**src/rtl/mhsi_pkg.sv**
```systemverilog
`default_nettype none
package mhsi_pkg;

	localparam int FRAC_BITS = 14;

	localparam int AXIS_W  = 16;
	localparam int DIFF_W  = AXIS_W + 1;
	localparam int PROD_W  = AXIS_W + DIFF_W;
	localparam int SUM_W   = PROD_W + 2;
	localparam int SQ_W    = 2 * AXIS_W;
	localparam int ROW_W   = 3 * AXIS_W;
	localparam int BOUND_W = 32;
	localparam int CFG_W   = ROW_W;
	localparam int IDX_W   = 3;

	localparam logic [IDX_W-1:0] REG_HARD_IRON_X    = 3'd0;
	localparam logic [IDX_W-1:0] REG_HARD_IRON_Y    = 3'd1;
	localparam logic [IDX_W-1:0] REG_HARD_IRON_Z    = 3'd2;
	localparam logic [IDX_W-1:0] REG_SOFT_IRON_ROW0 = 3'd3;
	localparam logic [IDX_W-1:0] REG_SOFT_IRON_ROW1 = 3'd4;
	localparam logic [IDX_W-1:0] REG_SOFT_IRON_ROW2 = 3'd5;
	localparam logic [IDX_W-1:0] REG_MIN_FIELD_SQ   = 3'd6;
	localparam logic [IDX_W-1:0] REG_MAX_FIELD_SQ   = 3'd7;

	localparam logic [AXIS_W-1:0] COEF_ONE = AXIS_W'(1 << FRAC_BITS);
	localparam logic [ROW_W-1:0] ROW0_RST = {COEF_ONE, {AXIS_W{1'b0}}, {AXIS_W{1'b0}}};
	localparam logic [ROW_W-1:0] ROW1_RST = {{AXIS_W{1'b0}}, COEF_ONE, {AXIS_W{1'b0}}};
	localparam logic [ROW_W-1:0] ROW2_RST = {{AXIS_W{1'b0}}, {AXIS_W{1'b0}}, COEF_ONE};

	// Number of register stages from an accepted transaction to its result.
	localparam int LATENCY = 5;

	typedef struct packed {
		logic signed [AXIS_W-1:0] raw_x;
		logic signed [AXIS_W-1:0] raw_y;
		logic signed [AXIS_W-1:0] raw_z;
	} in_t;

	typedef struct packed {
		logic signed [AXIS_W-1:0] cal_x;
		logic signed [AXIS_W-1:0] cal_y;
		logic signed [AXIS_W-1:0] cal_z;
		logic                     disturbed;
	} out_t;

	typedef struct packed {
		logic signed [DIFF_W-1:0] dx;
		logic signed [DIFF_W-1:0] dy;
		logic signed [DIFF_W-1:0] dz;
	} diff_t;

	typedef struct packed {
		logic signed [AXIS_W-1:0] cal;
		logic [SQ_W-1:0]          sq;
	} lane_res_t;

endpackage
`default_nettype wire

```
**src/rtl/mhsi_lane.sv**
```systemverilog
`default_nettype none
module mhsi_lane (
	input  wire logic              clk,
	input  wire logic [47:0]       row,
	input  wire mhsi_pkg::diff_t   d_s1,
	output mhsi_pkg::lane_res_t    res_s4
);
	import mhsi_pkg::*;

	localparam logic signed [SUM_W-1:0] SAT_HI = SUM_W'(32767);
	localparam logic signed [SUM_W-1:0] SAT_LO = SUM_W'(-32768);

	logic signed [AXIS_W-1:0] cx;
	logic signed [AXIS_W-1:0] cy;
	logic signed [AXIS_W-1:0] cz;
	logic signed [PROD_W-1:0] px_s2;
	logic signed [PROD_W-1:0] py_s2;
	logic signed [PROD_W-1:0] pz_s2;
	logic signed [SUM_W-1:0]  sum;
	logic signed [SUM_W-1:0]  shifted;
	logic signed [AXIS_W-1:0] sat;
	logic signed [AXIS_W-1:0] cal_s3;

	assign cx = row[3*AXIS_W-1:2*AXIS_W];
	assign cy = row[2*AXIS_W-1:AXIS_W];
	assign cz = row[AXIS_W-1:0];

	always_ff @(posedge clk) begin
		px_s2 <= cx * d_s1.dx;
		py_s2 <= cy * d_s1.dy;
		pz_s2 <= cz * d_s1.dz;
	end

	// The arithmetic shift rounds toward minus infinity before clamping.
	always_comb begin
		sum     = SUM_W'(px_s2) + SUM_W'(py_s2) + SUM_W'(pz_s2);
		shifted = sum >>> FRAC_BITS;
		if (shifted > SAT_HI) begin
			sat = AXIS_W'(SAT_HI);
		end else if (shifted < SAT_LO) begin
			sat = AXIS_W'(SAT_LO);
		end else begin
			sat = shifted[AXIS_W-1:0];
		end
	end

	always_ff @(posedge clk) begin
		cal_s3     <= sat;
		res_s4.cal <= cal_s3;
		res_s4.sq  <= SQ_W'(cal_s3 * cal_s3);
	end

endmodule
`default_nettype wire

```
**config.mk**
```make
export PLATFORM = sky130hd
export DESIGN_NAME = mhsi_lane
export DESIGN_NICKNAME = d
export VERILOG_FILES = /design/src/rtl/mhsi_pkg.sv /design/src/rtl/mhsi_lane.sv
export SDC_FILE = /design/constraint.sdc
export NUM_CORES = 2
export LEC_CHECK = 0
export ABC_AREA = 1
export CORE_ASPECT_RATIO = 0.9
export CORE_MARGIN = 2
export CORE_UTILIZATION = 55
export DETAILED_ROUTE_END_ITERATION = 7
export DONT_BUFFER_PORTS = 1
export GPL_TIMING_DRIVEN = 0
export PLACE_DENSITY = 0.8
export SLEW_MARGIN = 20
export SYNTH_ARGS = -nofsm -noshare
export SYNTH_HDL_FRONTEND = slang
export SYNTH_SLANG_ARGS = --single-unit
```
**constraint.sdc**
```tcl
create_clock -name clk -period 7.06 [get_ports clk]
set_input_delay 1.412 -clock clk [delete_from_list [all_inputs] [get_ports clk]]
set_output_delay 1.412 -clock clk [all_outputs]
set_load 0.1 [all_outputs]
```
Word level (Yosys, flattened, before mapping)

Index checks and enable logic that the tools add are counted.
Widths: inputs -> output; s select.

Register bits after elaboration: 163
Bits of input ports: 100
Output and inout bits: 48
Word-level logic and storage cells: 15

$add $sub $neg: 2
$mul: 4
Magnitude comparators: 2
Multiplexer cells: 1

Operators with widths:

| cell                 | count |
|---|---|
| $mul 16x17->33       | 3 |
| $add 34x33->35       | 1 |
| $add 33x33->34       | 1 |
| $mul 16x16->32       | 1 |
| $gt 21x16->1 const B | 1 |
| $lt 21x16->1 const B | 1 |
| $mux 16              | 1 |

Depth between registers and ports, before layout

Depth after elaboration: 4
Gate-level depth with buffers: 26
Mapped depth without buffers: 24

Worst setup path before layout

No wires, ideal clock.

Path type: input port to flip-flop
Start: input port row[21]
End: register py_s2[29]
Library setup time: 0.123 ns
Data arrival time: 6.788 ns
Required time: 6.937 ns
Path slack: 0.148 ns
Stages: 21
Path buffers: 2
Path through: clkbuf_1 clkbuf_1 nand2_1 fa_1 inv_1 fa_1 fa_1 fa_1 fa_1 inv_1 fa_1 inv_1 ha_1 nand2_1 nor4_1 nand2_1 o211ai_1 nand2_1 nand2_1 a21oi_1 xor2_1

Word-level cells in the longest chain between the ends: 1

RTL lines:

| what                 | line            | source |
|---|---|---|
| start, declared      | mhsi_lane.sv:4  | `input wire logic [47:0] row,` |
| $mul 16x17->33       | mhsi_lane.sv:30 | `py_s2 <= cy * d_s1.dy;` |
| end signal, assigned | mhsi_lane.sv:30 |  |
| end, declared        | mhsi_lane.sv:17 | `logic signed [PROD_W-1:0] py_s2;` |

Every way passes these cells.
A chain may end at the register's enable or synchronous reset.

Worst setup path after layout

Start: input port d_s1[23] in the netlist's numbering
End: register py_s2[28]

Word-level cells in the longest chain between the ends: 1

RTL lines:

| what            | line            | source |
|---|---|---|
| start, declared | mhsi_lane.sv:5  | `input wire mhsi_pkg::diff_t d_s1,` |
| $mul 16x17->33  | mhsi_lane.sv:30 |  |

Every way passes these cells.

==> flow_summary.yaml <==
status:
  status: "completed"
critical_path:
  critPathMostFrequentCell: "fa_1"
  cp.required_ns: 7.40
  max_stage_delay_ns: 0.53
  cp-end-kind: "flip-flop"
  worst_ep_arrival_time_ns: 7.23
  crit_type: "input pin to flip-flop"
  path_cells: "clkbuf_1 -> buf_2 -> nand2_1 -> fa_1 -> inv_1 -> fa_1 -> inv_1 -> fa_1 -> inv_1 -> fa_1 -> fa_1 -> inv_1 -> fa_1 -> inv_1 -> ha_1 -> nand2_1 -> nor2_1 -> nand2_1 -> o21ai_1 -> a21oi_1 -> o21a_1 -> o211ai_1 -> nand2_1"
  cp_max_fo: 10
  cp_slowest_cell: "fa_1"
  start_kind: "input pin"
finish:
  nets: 7299
  final_common_cell: "inv_1"
  antenna_cells: 0
  syn_to_final_growth_pct: 4.69
  final_cell_mix: "inv_1 (1796), nand2_1 (1259), fa_1 (1092), ha_1 (373), nor2_1 (170)"
  drive_above_1_share_pct: 3.62
  fin_util_pct: 58.2
timing:
  final_period_minus_worst_setup_slack_ns: 6.89
  finalCritPeriodShare_pct: 97.6
  final_max_slew_viol_count: 0
  relSlewSlack_pct: 27.7
  finalSetupViolCount: 0
  skew_ns: 0.0137
  hold_violations: 0
  max_freq_mhz: 145
  tightest_slew_ns: 1.08
run:
  cap_violations: 0
clock_tree:
  clock-sinks: 161
  clk-insertion-delay-late_ns: 0.46
  root_buffer: "clkbuf_16"
  cts_buffer_depth: 2
  cts_tree: "yes"
  cts-htree-levels: 4
  cts_made_buffers: 17
  ctsHoldBuffers: 0
  clk_pin_slew_ns: 0.07
floorplan:
  top_level_ports: 148
  start_util_pct: 55.6
  fp.coreArea_um2: 84400
  dieHeight_um: 281
  rows: 101
  dieWidth_um: 312
  die-area_um2: 87700
synth:
  syn_area_per_cell_um2: 8.22
  synthDistinctLibCells: 49
  synth_edf_count: 0
  syn_inst: 5710
  synth_seq_cells: 161
  synth_largest_area_cell: "fa_1"
  synth.net_count: 7279
  yosysSeqAreaShare_pct: 6.86
  async_flop_share_pct: 0
  synthTopCellsByArea: "fa_1 (47%), inv_1 (14%), nand2_1 (10%)"
  synth_top_area_share_pct: 46.7
  netlist_area_um2: 47000
  synth-main-ff-cell: "dfxtp_1"
  synth.yosys.warnings: 0
place:
  portBuffers: 0
  gp_congestion: 0.981
  dp_hpwl_um: 101000
drt:
  via_per_inst: 5.14
  wl_um: 115000
  wl_per_cell_um: 16.8
  vias: 35300
  dr.pass1.iters: 6
  drt_iter0_drc: 2670
  ant_nets: 0
  remaining_drc_errors: 0
grt:
  grt_max_degree: 18
  first_global_vias: 37700
  grt_pass1_wl_um: 192000
  antenna_found_initial: 2
  overflow: 0
  grtUsageTotal_pct: 27.6
hold_path:
  hp-class: "flip-flop to flip-flop"
## per-stage QoR
step	hold slack [ns]	area [um^2]	std cells	worst slack [ns]	setup TNS, ns
after detailed placement	0.384	48400	6843	-0.937	-24.17
after global placement	0.385	48400	6843	-0.870	-21.20
after global routing	0.413	49200	6875	-0.0219	-0.0219
final	0.403	49200	6875	0.173	0
after CTS	0.395	49000	6872	0.000741	0
after floorplan	0.329	47000	5710	0.148	0
## state kept, by name, indices dropped and copies added (netlist names)
name / count
py_s2: 33
cal_s3: 16
pz_s2: 33
px_s2: 33
res_s4: 46
## cells by family after synthesis
logic type      synth area share, %
flops                          6.86
other cells                 0.00799
fa+ha+maj                      56.7
buf+inv                        16.1
xor+xnor                       3.24
simple gates                   13.0
compound gates                 4.09
## worst paths after layout
check                                           start            endpoint  slack, ns  cells past startpoint
worst max register to register   cal_s3[4]$_SDFF_PN1_  res_s4[29]$_DFF_P_       0.26                     22
worst min-delay path            cal_s3[11]$_SDFF_PN1_  res_s4[43]$_DFF_P_       0.40                      0
worst max-delay path                         d_s1[23]   py_s2[28]$_DFF_P_       0.17                     23
worst min register to register  cal_s3[11]$_SDFF_PN1_  res_s4[43]$_DFF_P_       0.40                      0
## synth_stat cells, types with 17 or more instances
library cell	instances
dfxtp_1	161
xor2_1	94
fa_1	1096
o21ai_0	76
inv_1	1796
a21oi_1	162
nor3_1	26
o21bai_1	19
xnor2_1	78
nor2_1	170
nand3_1	51
clkbuf_1	211
nand2_1	1259
a21o_1	17
ha_1	373
## final cells by class
cell class                 count  area [um^2]
buffer                       214         1000
clock buffer                  18          439
clock inverter                13          119
fill                        7465        35300
inverter                    1797         6750
multi-input combinational   3536        36200
sequential                   161         3220
tap                         1133         1420
timing repair buffer           3         35.0
## critical path: cells and delay by family
family	cells	cell delay, ns
compound gates	4	0.86
buf+inv	7	0.98
simple gates	5	0.61
fa+ha+maj	7	3.34
## routing by layer
| metal | track usage [%] | vias to the layer above | share of wire [%] |
|---|---|---|---|
| met5 | 0 | - | 0.028 |
| li1 | - | 16100 | - |
| met3 | 4.89 | 256 | 8.9 |
| met2 | 45.5 | 1506 | 47 |
| met1 | 37.4 | 17400 | 41 |
| met4 | 8.30 | 4 | 3.1 |
## what timing repair did
item                                    in CTS  in global routing
pin swaps                                    0                  2
buffers inserted                             0                  3
cloned                                       0                  0
gates resized for setup                     55                172
endpoints found under the setup margin      26                 41
endpoints found under the hold margin        0                  0
Power is not shown: default switching activity piles up to over one toggle a cycle in this logic, so the estimate is an artifact.
