==> src/rtl/mhsi_pkg.sv <==
`default_nettype none
package mhsi_pkg;

	localparam int FRAC_BITS = 14;

	localparam int AXIS_W  = 16;
	localparam int DIFF_W  = AXIS_W + 1;
	localparam int PROD_W  = AXIS_W + DIFF_W;
	localparam int SUM_W   = PROD_W + 2;
	localparam int SQ_W    = 2 * AXIS_W;
	localparam int ROW_W   = 3 * AXIS_W;
	localparam int BOUND_W = 32;
	localparam int CFG_W   = ROW_W;
	localparam int IDX_W   = 3;

	localparam logic [IDX_W-1:0] REG_HARD_IRON_X    = 3'd0;
	localparam logic [IDX_W-1:0] REG_HARD_IRON_Y    = 3'd1;
	localparam logic [IDX_W-1:0] REG_HARD_IRON_Z    = 3'd2;
	localparam logic [IDX_W-1:0] REG_SOFT_IRON_ROW0 = 3'd3;
	localparam logic [IDX_W-1:0] REG_SOFT_IRON_ROW1 = 3'd4;
	localparam logic [IDX_W-1:0] REG_SOFT_IRON_ROW2 = 3'd5;
	localparam logic [IDX_W-1:0] REG_MIN_FIELD_SQ   = 3'd6;
	localparam logic [IDX_W-1:0] REG_MAX_FIELD_SQ   = 3'd7;

	localparam logic [AXIS_W-1:0] COEF_ONE = AXIS_W'(1 << FRAC_BITS);
	localparam logic [ROW_W-1:0] ROW0_RST = {COEF_ONE, {AXIS_W{1'b0}}, {AXIS_W{1'b0}}};
	localparam logic [ROW_W-1:0] ROW1_RST = {{AXIS_W{1'b0}}, COEF_ONE, {AXIS_W{1'b0}}};
	localparam logic [ROW_W-1:0] ROW2_RST = {{AXIS_W{1'b0}}, {AXIS_W{1'b0}}, COEF_ONE};

	// Number of register stages from an accepted transaction to its result.
	localparam int LATENCY = 5;

	typedef struct packed {
		logic signed [AXIS_W-1:0] raw_x;
		logic signed [AXIS_W-1:0] raw_y;
		logic signed [AXIS_W-1:0] raw_z;
	} in_t;

	typedef struct packed {
		logic signed [AXIS_W-1:0] cal_x;
		logic signed [AXIS_W-1:0] cal_y;
		logic signed [AXIS_W-1:0] cal_z;
		logic                     disturbed;
	} out_t;

	typedef struct packed {
		logic signed [DIFF_W-1:0] dx;
		logic signed [DIFF_W-1:0] dy;
		logic signed [DIFF_W-1:0] dz;
	} diff_t;

	typedef struct packed {
		logic signed [AXIS_W-1:0] cal;
		logic [SQ_W-1:0]          sq;
	} lane_res_t;

endpackage
`default_nettype wire

==> src/rtl/mhsi_merge.sv <==
`default_nettype none
module mhsi_merge (
	input  wire logic                clk,
	input  wire logic                arst_n,
	input  wire logic                v_s4,
	input  wire mhsi_pkg::lane_res_t lane_x_s4,
	input  wire mhsi_pkg::lane_res_t lane_y_s4,
	input  wire mhsi_pkg::lane_res_t lane_z_s4,
	input  wire logic [31:0]         min_field_sq,
	input  wire logic [31:0]         max_field_sq,
	output logic                     done,
	output mhsi_pkg::out_t           result
);
	import mhsi_pkg::*;

	// Three squares of 16-bit values sum to at most 3 * 2^30, so 32 bits suffice.
	logic [SQ_W-1:0] mag_sq;

	assign mag_sq = lane_x_s4.sq + lane_y_s4.sq + lane_z_s4.sq;

	always_ff @(posedge clk or negedge arst_n) begin
		if (!arst_n) begin
			done <= 1'b0;
		end else begin
			done <= v_s4;
		end
	end

	always_ff @(posedge clk) begin
		result.cal_x     <= lane_x_s4.cal;
		result.cal_y     <= lane_y_s4.cal;
		result.cal_z     <= lane_z_s4.cal;
		result.disturbed <= (mag_sq < min_field_sq) || (mag_sq > max_field_sq);
	end

endmodule
`default_nettype wire

==> config.mk <==
export PLATFORM = sky130hd
export DESIGN_NAME = mhsi_merge
export DESIGN_NICKNAME = d
export VERILOG_FILES = /design/src/rtl/mhsi_pkg.sv /design/src/rtl/mhsi_merge.sv
export SDC_FILE = /design/constraint.sdc
export NUM_CORES = 1
export LEC_CHECK = 0
export ABC_CLOCK_PERIOD_IN_PS = 800
export BUFFER_PORTS_ARGS = -buffer_cell sky130_fd_sc_hd__buf_4
export CORE_UTILIZATION = 50
export DETAILED_ROUTE_END_ITERATION = 12
export PLACE_DENSITY = 0.85
export REMOVE_ABC_BUFFERS = 1
export SLEW_MARGIN = 25
export SYNTH_ARGS = -nofsm -noshare
export SYNTH_HDL_FRONTEND = slang
export SYNTH_SLANG_ARGS = --single-unit
==> constraint.sdc <==
create_clock -name clk -period 0.8 [get_ports clk]
set_input_delay 0.08 -clock clk [delete_from_list [all_inputs] [get_ports clk]]
set_output_delay 0.08 -clock clk [all_outputs]
set_load 0.01 [all_outputs]
==> results of run 1 <==
==> logic make-up after synthesis <==
| kind of cell | share of synthesized area [%] |
|---|---|
| AO/OA/AOI/OAI | 19.1 |
| adder cells (fa/ha/maj) | 37.0 |
| AND/OR/NAND/NOR | 10.6 |
| buffers and inverters | 6.88 |
| flip-flops | 20.6 |
| XOR/XNOR | 5.75 |
==> synth_stat cells, drive strengths merged, types with 4 or more instances <==
cell     number  area (sq um)
ha           93          1160
inv          78           293
dfxtp        49           981
a21oi        48           240
fa           32           641
nand2        32           120
nor2         24          90.1
a21o         22           165
xnor2        21           184
o21ai        18          93.8
nand4        15          93.8
xor2         11          96.3
o211ai        9          77.6
a211oi        7          57.6
a31oi         7          43.8
clkbuf        7          26.3
nor2b         7          43.8
nand3         6          30.0
a2111oi       4          35.0
nor3          4          20.0
o21a          4          30.0
or3           4          30.0
==> metal layers <==
metal | overflow | GRT usage (%)
met1 | 1 | 77.1
met2 | 112 | 103
met3 | 2 | 62.3
met4 | 66 | 98.7
met5 | 0 | 20.5
==> through the flow <==
| stage | hold slack, ps | worst slack, ps | instances |
|---|---|---|---|
| after floorplan | -216 | -2890 | 531 |
| after global placement | -140 | -3280 | 1031 |
| after detailed placement | -139 | -3420 | 1031 |
| after CTS | 91.3 | -2970 | 1099 |
==> what timing repair did <==
item | CTS
setup buffers | 10
endpoints found under the hold margin | 50
pin swaps | 26
setup endpoints to repair | 51
hold buffers | 50
gates resized for setup | 112
==> flow_metrics.py, run 1 <==
metrics = {
    "synthesis": {
        "synth_flop_cell": "dfxtp_1",
        "synthCells": 540,
        "netlist_area_sq_um": 4880,
        "ys_types": 52,
        "ys_ff_latch": 50,
        "async_flop_share_pct": 2.00,
        "synth_area_per_cell_sq_um": 9.03,
        "yosysWarningCount": 0,
        "ys_seq_area_share_pct": 20.6,
        "synth_edf_count": 0,
    },
    "run_status": {
        "haltStage": "global routing (5_1_grt)",
        "tool.error": "[ERROR GRT-0232] Routing congestion too high. Check the congestion heatmap in the GUI.",
        "status": "aborted with a tool error",
    },
    "cts": {
        "clockBufferDepth": 2,
        "cts_buffers": 5,
        "h-tree-depth": 2,
        "clock_sinks": 50,
        "root_buffer": "clkbuf_8",
    },
    "floorplan": {
        "ioPinCount": 261,
        "die_h_um": 101,
        "num_rows": 35,
        "die_x_um": 101,
        "initial_core_util_pct": 52.3,
    },
    "placed_design": {
        "dp_hpwl_um": 15800,
        "place_area_sq_um": 7780,
        "place.gp.congestion": 0.896,
        "numPortBuffers": 260,
    },
    "global_routing": {
        "grt_max_degree": 17,
        "overflow": 181,
        "grtUsageTotal_pct": 82.6,
    },
    "timing": {
        "worstEpCategory": "register data pin",
        "worstEndpointGrtRepair": "result[0]$_DFF_P_/D",
    },
}
==> inputs of run 2 (changes only) <==
Settings changed: CORE_UTILIZATION 50 to 40, PLACE_DENSITY 0.85 to not set, PLACE_DENSITY_LB_ADDON set to 0.15.
==> flow_metrics.py, run 2 <==
metrics = {
    "finish": {
        "area_delta_synth_final_pct": 85.0,
        "fin_util_pct": 77.4,
        "largest_register": "result",
        "num-nets-final": 1312,
        "largest_register_ffs": 49,
        "largest_registers": "result x49, done x1",
        "drive_above_1_share_pct": 49.5,
        "mostFrequentLayoutCells": "buf_4 (335), ha_1 (92), inv_1 (74)",
        "final_common_cell": "buf_4",
    },
    "routing": {
        "drt_wl_total_um": 22300,
        "wl_per_cell_um": 19.9,
        "vias": 6010,
        "dr.pass1.iters": 5,
        "drtIter0Drc": 295,
        "viasPerCell": 5.37,
        "route.detailed.drc": 0,
        "antenna_left": 0,
    },
    "timing": {
        "fin_crit_sh_pct": 474,
        "final.setup.tns_ps": -4000,
        "grt_setup_unrepaired": "true",
        "setup_viol": 48,
        "final_max_slew_viol_count": 0,
        "finalHoldViolations": 0,
        "fmax_ghz": 0.264,
        "post-route-min-period_ps": 3790,
        "worstMarginPinSlew_ps": 708,
        "fin_ws_ps": -2990,
        "slew_headroom_pct": 51.6,
        "hold_ws_ps": 118,
    },
    "power_and_ir_drop": {
        "ir_worst_vdd_mv": 0.990,
        "leakage_uw": 0.00471,
        "power_uw": 16900,
        "powerDensity_nw_per_um2": 1880,
    },
    "synthesis": {
        "synth_top_cells_by_area": "ha_1 (24%), dfxtp_1 (20%), fa_1 (13%)",
        "synth.top_cell.area_share_pct": 23.9,
        "ys_types": 52,
        "ys_ff_latch": 50,
        "synth.most_common_cell": "ha_1",
        "synth_top_cells_by_count": "ha_1 (93), inv_1 (78), dfxtp_1 (49), a21oi_1 (48)",
        "async_flop_share_pct": 2.00,
        "synth_area_per_cell_sq_um": 9.03,
        "netlist_area_sq_um": 4880,
        "synth_edf_count": 0,
        "yosysTopAreaCell": "ha_1",
        "yosysWarningCount": 0,
        "synth_flop_cell": "dfxtp_1",
        "ys_seq_area_share_pct": 20.6,
        "synthCells": 540,
    },
    "floorplan": {
        "die_h_um": 112,
        "die_x_um": 112,
        "dieArea_sq_um": 12600,
        "core-area_sq_um": 11700,
        "ioPinCount": 261,
        "initial_core_util_pct": 41.8,
        "num_rows": 39,
    },
    "global_routing": {
        "overflow": 0,
        "grt_max_degree": 16,
        "antenna_found_initial": 1,
        "grt_pass1_wl_um": 32500,
        "grtUsageTotal_pct": 33.6,
        "first_global_vias": 6386,
    },
    "cts": {
        "cts_buffers": 5,
        "cts_tree": "yes",
        "clockBufferDepth": 2,
        "root_buffer": "clkbuf_16",
        "h-tree-depth": 2,
        "clock_sinks": 50,
        "cts.clk_slew.worst_paths_ps": 70,
    },
    "worst_setup_path": {
        "crit_chain": "buf_4 > fa_1 > ha_1 > a21oi_1 > nand4b_1 > a211oi_2 > nor2_1 > buf_4 > xnor2_1 > ha_1 > nand3_1 > a2111oi_2 > a2111oi_0 > or3_1 > a22o_1",
        "worstSetupPathType": "in -> reg",
        "critPathMaxFanout": 3,
        "worst_ep_required_time_ps": 980,
        "max_stage_delay_ps": 530,
        "cp_data_arrival_time_ps": 3980,
        "worst-path-buf-inv": 2,
        "slowest_stage": "fa_1",
        "cp-start-kind": "input pin",
        "critPathTopFamily": "compound AO/OA/AOI/OAI gates",
        "endpoint_kind": "flip-flop",
    },
    "placed_design": {
        "dp_hpwl_um": 14300,
        "place.gp.congestion": 0.882,
        "numPortBuffers": 260,
    },
    "worst_hold_path": {
        "hold_path_class": "in -> async",
    },
    "run_status": {
        "violations": "setup timing",
        "status": "finished, violations left",
    },
    "job": {
        "max_cap_viol_count": 0,
    },
}
[run 2: cell counts after synthesis]
No cell type changed its count.
[run 2: kinds of logic (layout without fill, tap and decap cells)]
| family | after synthesis | count (layout) | synth area share, % |
|---|---|---|---|
| simple gates | 104 | 104 | 10.6 |
| xor+xnor | 32 | 32 | 5.75 |
| fa+ha+maj | 125 | 125 | 37.0 |
| flops | 50 | 50 | 20.6 |
| buf+inv | 87 | 523 | 6.88 |
| compound gates | 142 | 142 | 19.1 |
| other cells | 0 | 1 | 0 |
[run 2: area by class of cell]
type,count,area [sq um]
multi-input combinational,403,3730
antenna,1,2.50
fill,801,2640
inverter,78,293
sequential,50,1070
clock buffer,5,125
timing repair buffer,438,3610
clock inverter,2,15.0
tap,143,179
[run 2: worst paths after layout]
| kind | endpoint | depth (start not counted) | slack, ps | start |
|---|---|---|---|---|
| max | result[0] | 15 | -2990 | lane_x_s4[2] |
| min | done | 2 | 120 | arst_n |
| max in group asynchronous | done | 2 | 600 | arst_n |
| min in group clk | result[0] | 6 | 350 | max_field_sq[31] |
[run 2: layer usage]
metal  wire length, um  GRT usage, %
met1              7560          33.8
met2             11200          63.9
met3              1850          6.86
met4              1690          19.8
met5                 0             0
[run 2: repair_timing]
action / in CTS / in global routing
buffers inserted: 6 / 1
resized for setup: 91 / 54
pin swaps: 33 / 13
endpoints found under the setup margin: 38 / 51
hold endpoints to repair: 50 / 0
gates cloned: 0 / 0
hold buffers: 50 / 0
[run 2: through the flow]
step	instance area (sq um)	setup WS (ps)	instances
after floorplan	4830	-2890	531
after global placement	7880	-3440	1056
after detailed placement	7880	-3580	1056
after CTS	8860	-2840	1118
after global routing	9020	-3090	1119
final	9020	-2990	1120
[run 2: power by group]
| group | leakage (uW) | switching, uW | internal, uW | total (uW) |
|---|---|---|---|---|
| logic | 0.00422 | 5750 | 6260 | 12000 |
| clock network | 0.0000619 | 1010 | 1140 | 2150 |
| registers | 0.000426 | 103 | 2670 | 2770 |
| total | 0.00471 | 6860 | 10100 | 16900 |
Power figures use the tool's default switching activity.
==> inputs of run 3 (changes only) <==
Settings changed: ABC_CLOCK_PERIOD_IN_PS 800 to 3450, CORE_ASPECT_RATIO set to 1.1, MAX_ROUTING_LAYER set to met4.
Clock period 0.8 ns to 3.45 ns, I/O delays scaled along.
==> flow_metrics.py, run 3 (same netlist as run 2, synthesis figures left out) <==
metrics = {
    "finish": {
        "largest_registers": "result x49, done x1",
        "n_antenna_cell": 0,
        "largest_register": "result",
        "num-nets-final": 1245,
        "largest_register_ffs": 49,
        "area_delta_synth_final_pct": 65.8,
        "final_area_sq_um": 8080,
        "drive_above_1_share_pct": 44.4,
        "final_common_cell": "buf_4",
        "fin_util_pct": 69.1,
        "mostFrequentLayoutCells": "buf_4 (367), ha_1 (92), inv_1 (74)",
    },
    "cts": {
        "clockBufferDepth": 2,
        "cts.clk_slew.worst_paths_ps": 70,
        "h-tree-depth": 2,
        "clock_sinks": 50,
        "cts_tree": "yes",
        "cts_buffers": 5,
        "root_buffer": "clkbuf_16",
    },
    "routing": {
        "wl_per_cell_um": 14.5,
        "viasPerCell": 4.91,
        "route.detailed.drc": 0,
        "vias": 5206,
        "drtIter0Drc": 132,
        "drt_wl_total_um": 15300,
        "dr.pass1.iters": 4,
        "antenna_left": 0,
    },
    "timing": {
        "grt_setup_unrepaired": "true",
        "post-route-min-period_ps": 4010,
        "final_max_slew_viol_count": 0,
        "setup_viol": 1,
        "fin_crit_sh_pct": 116,
        "fin_ws_ps": -563,
        "final.setup.tns_ps": -563,
        "slew_headroom_pct": 68.2,
        "finalHoldViolations": 0,
        "fmax_ghz": 0.249,
        "worstMarginPinSlew_ps": 474,
    },
    "floorplan": {
        "initial_core_util_pct": 41.7,
        "dieArea_sq_um": 12600,
        "die_x_um": 107,
        "ioPinCount": 261,
        "die_h_um": 118,
        "num_rows": 41,
        "core-area_sq_um": 11700,
    },
    "worst_setup_path": {
        "worstSetupPathType": "in -> reg",
        "worst_ep_required_time_ps": 3640,
        "cp-start-kind": "input pin",
        "endpoint_kind": "flip-flop",
        "critPathMaxFanout": 4,
        "cp_data_arrival_time_ps": 4200,
    },
    "power_and_ir_drop": {
        "p_switching_uw": 1390,
        "powerDensity_nw_per_um2": 441,
        "clock_power_share_pct": 14.1,
        "ir_worst_vdd_mv": 0.290,
        "pwr-share-comb_pct": 68.4,
        "switching_share_pct": 38.9,
        "p_int_uw": 2180,
        "leakage_uw": 0.00435,
        "seq_power_share_pct": 17.6,
    },
    "global_routing": {
        "first_global_vias": 5469,
        "antenna_found_initial": 0,
        "overflow": 0,
        "grtUsageTotal_pct": 25.1,
        "grt_max_degree": 19,
        "grt_pass1_wl_um": 24700,
    },
    "placed_design": {
        "place.gp.congestion": 0.982,
        "dp_slack_ps": -1180,
        "place_area_sq_um": 7720,
        "dp_hpwl_um": 13500,
        "numPortBuffers": 260,
    },
    "run_status": {
        "violations": "setup timing",
        "status": "finished, violations left",
    },
    "worst_hold_path": {
        "min_path_cells": 1,
        "hold_path_class": "in -> reg",
    },
    "job": {
        "max_cap_viol_count": 0,
    },
}
==> run 3: changes by cell type in the layout (fill, tap and decap cells not counted), moves of 3 or more <==
cell / previous run / this run
dfxtp_1: 3 / 49
a21oi_2: 8 / 0
buf_6: 53 / 3
dlygate4sd3_1: 50 / 1
dfxtp_2: 45 / 0
a21oi_1: 40 / 48
buf_4: 335 / 367
o21ai_2: 4 / 1
==> run 3: final timing paths <==
path	from	end	slack, ps
worst max-delay path	lane_x_s4[1]	result[0]	-560
worst min-delay path	lane_z_s4[36]	result[5]	150
max in group asynchronous	arst_n	done	2980
min in group asynchronous	arst_n	done	390
==> run 3: layer usage <==
| metal | GRT usage (%) | wire length [um] | part of all wire (%) | vias up |
|---|---|---|---|---|
| met5 | - | 0 | 0 | - |
| met4 | 7.19 | 371 | 2.4 | 0 |
| met3 | 3.38 | 788 | 5.1 | 28 |
| met2 | 46.7 | 8170 | 53 | 183 |
| met1 | 27.5 | 6020 | 39 | 2360 |
| li1 | - | - | - | 2635 |
==> run 3: power by group through the flow <==
stage | logic (uW) | clock network (uW) | registers [uW]
2_1_floorplan | 1270 | 0 | 654
3_3_place_gp | 2240 | 0 | 639
3_5_place_dp | 2310 | 0 | 640
4_1_cts | 2390 | 520 | 627
5_1_grt | 2720 | 545 | 628
6_report | 2440 | 501 | 627
==> run 3: worst max-delay path, cell delays in order <==
cell,delay (ps)
buf_6,70
inv_2,30
fa_1,460
inv_1,70
ha_2,180
inv_2,40
fa_2,360
nor2b_4,160
o31ai_4,90
a211oi_2,210
buf_4,180
buf_6,100
o211ai_4,80
a211oi_2,300
o22ai_2,150
xnor2_2,160
ha_1,310
nand4_1,110
nor2_1,150
nand2_1,90
or3_1,320
a22o_1,230
==> run 3: per-stage QoR <==
| stage | hold slack [ps] | std cells | power [uW] |
|---|---|---|---|
| after floorplan | 49.4 | 531 | 1920 |
| after global placement | 121 | 1040 | 2880 |
| after detailed placement | 124 | 1040 | 2950 |
| after CTS | 143 | 1059 | 3540 |
| after global routing | 133 | 1060 | 3900 |
| final | 153 | 1060 | 3560 |
==> run 3: final cells by class <==
cell class,instances,area (sq um)
Clock buffer,5,125
Clock inverter,3,28.8
Fill cell,945,3610
Inverter,78,293
Multi-Input combinational cell,403,3640
Sequential cell,50,1010
Tap cell,150,188
Timing Repair Buffer,371,2800
==> run 3: what timing repair did <==
action                                  in CTS  in global routing
endpoints found under the setup margin       1                  1
resized for setup                           21                  9
endpoints found under the hold margin        1                  0
hold buffers                                 1                  0
setup buffers                               11                  1
pin swaps                                   23                 17
gates cloned                                 0                  0
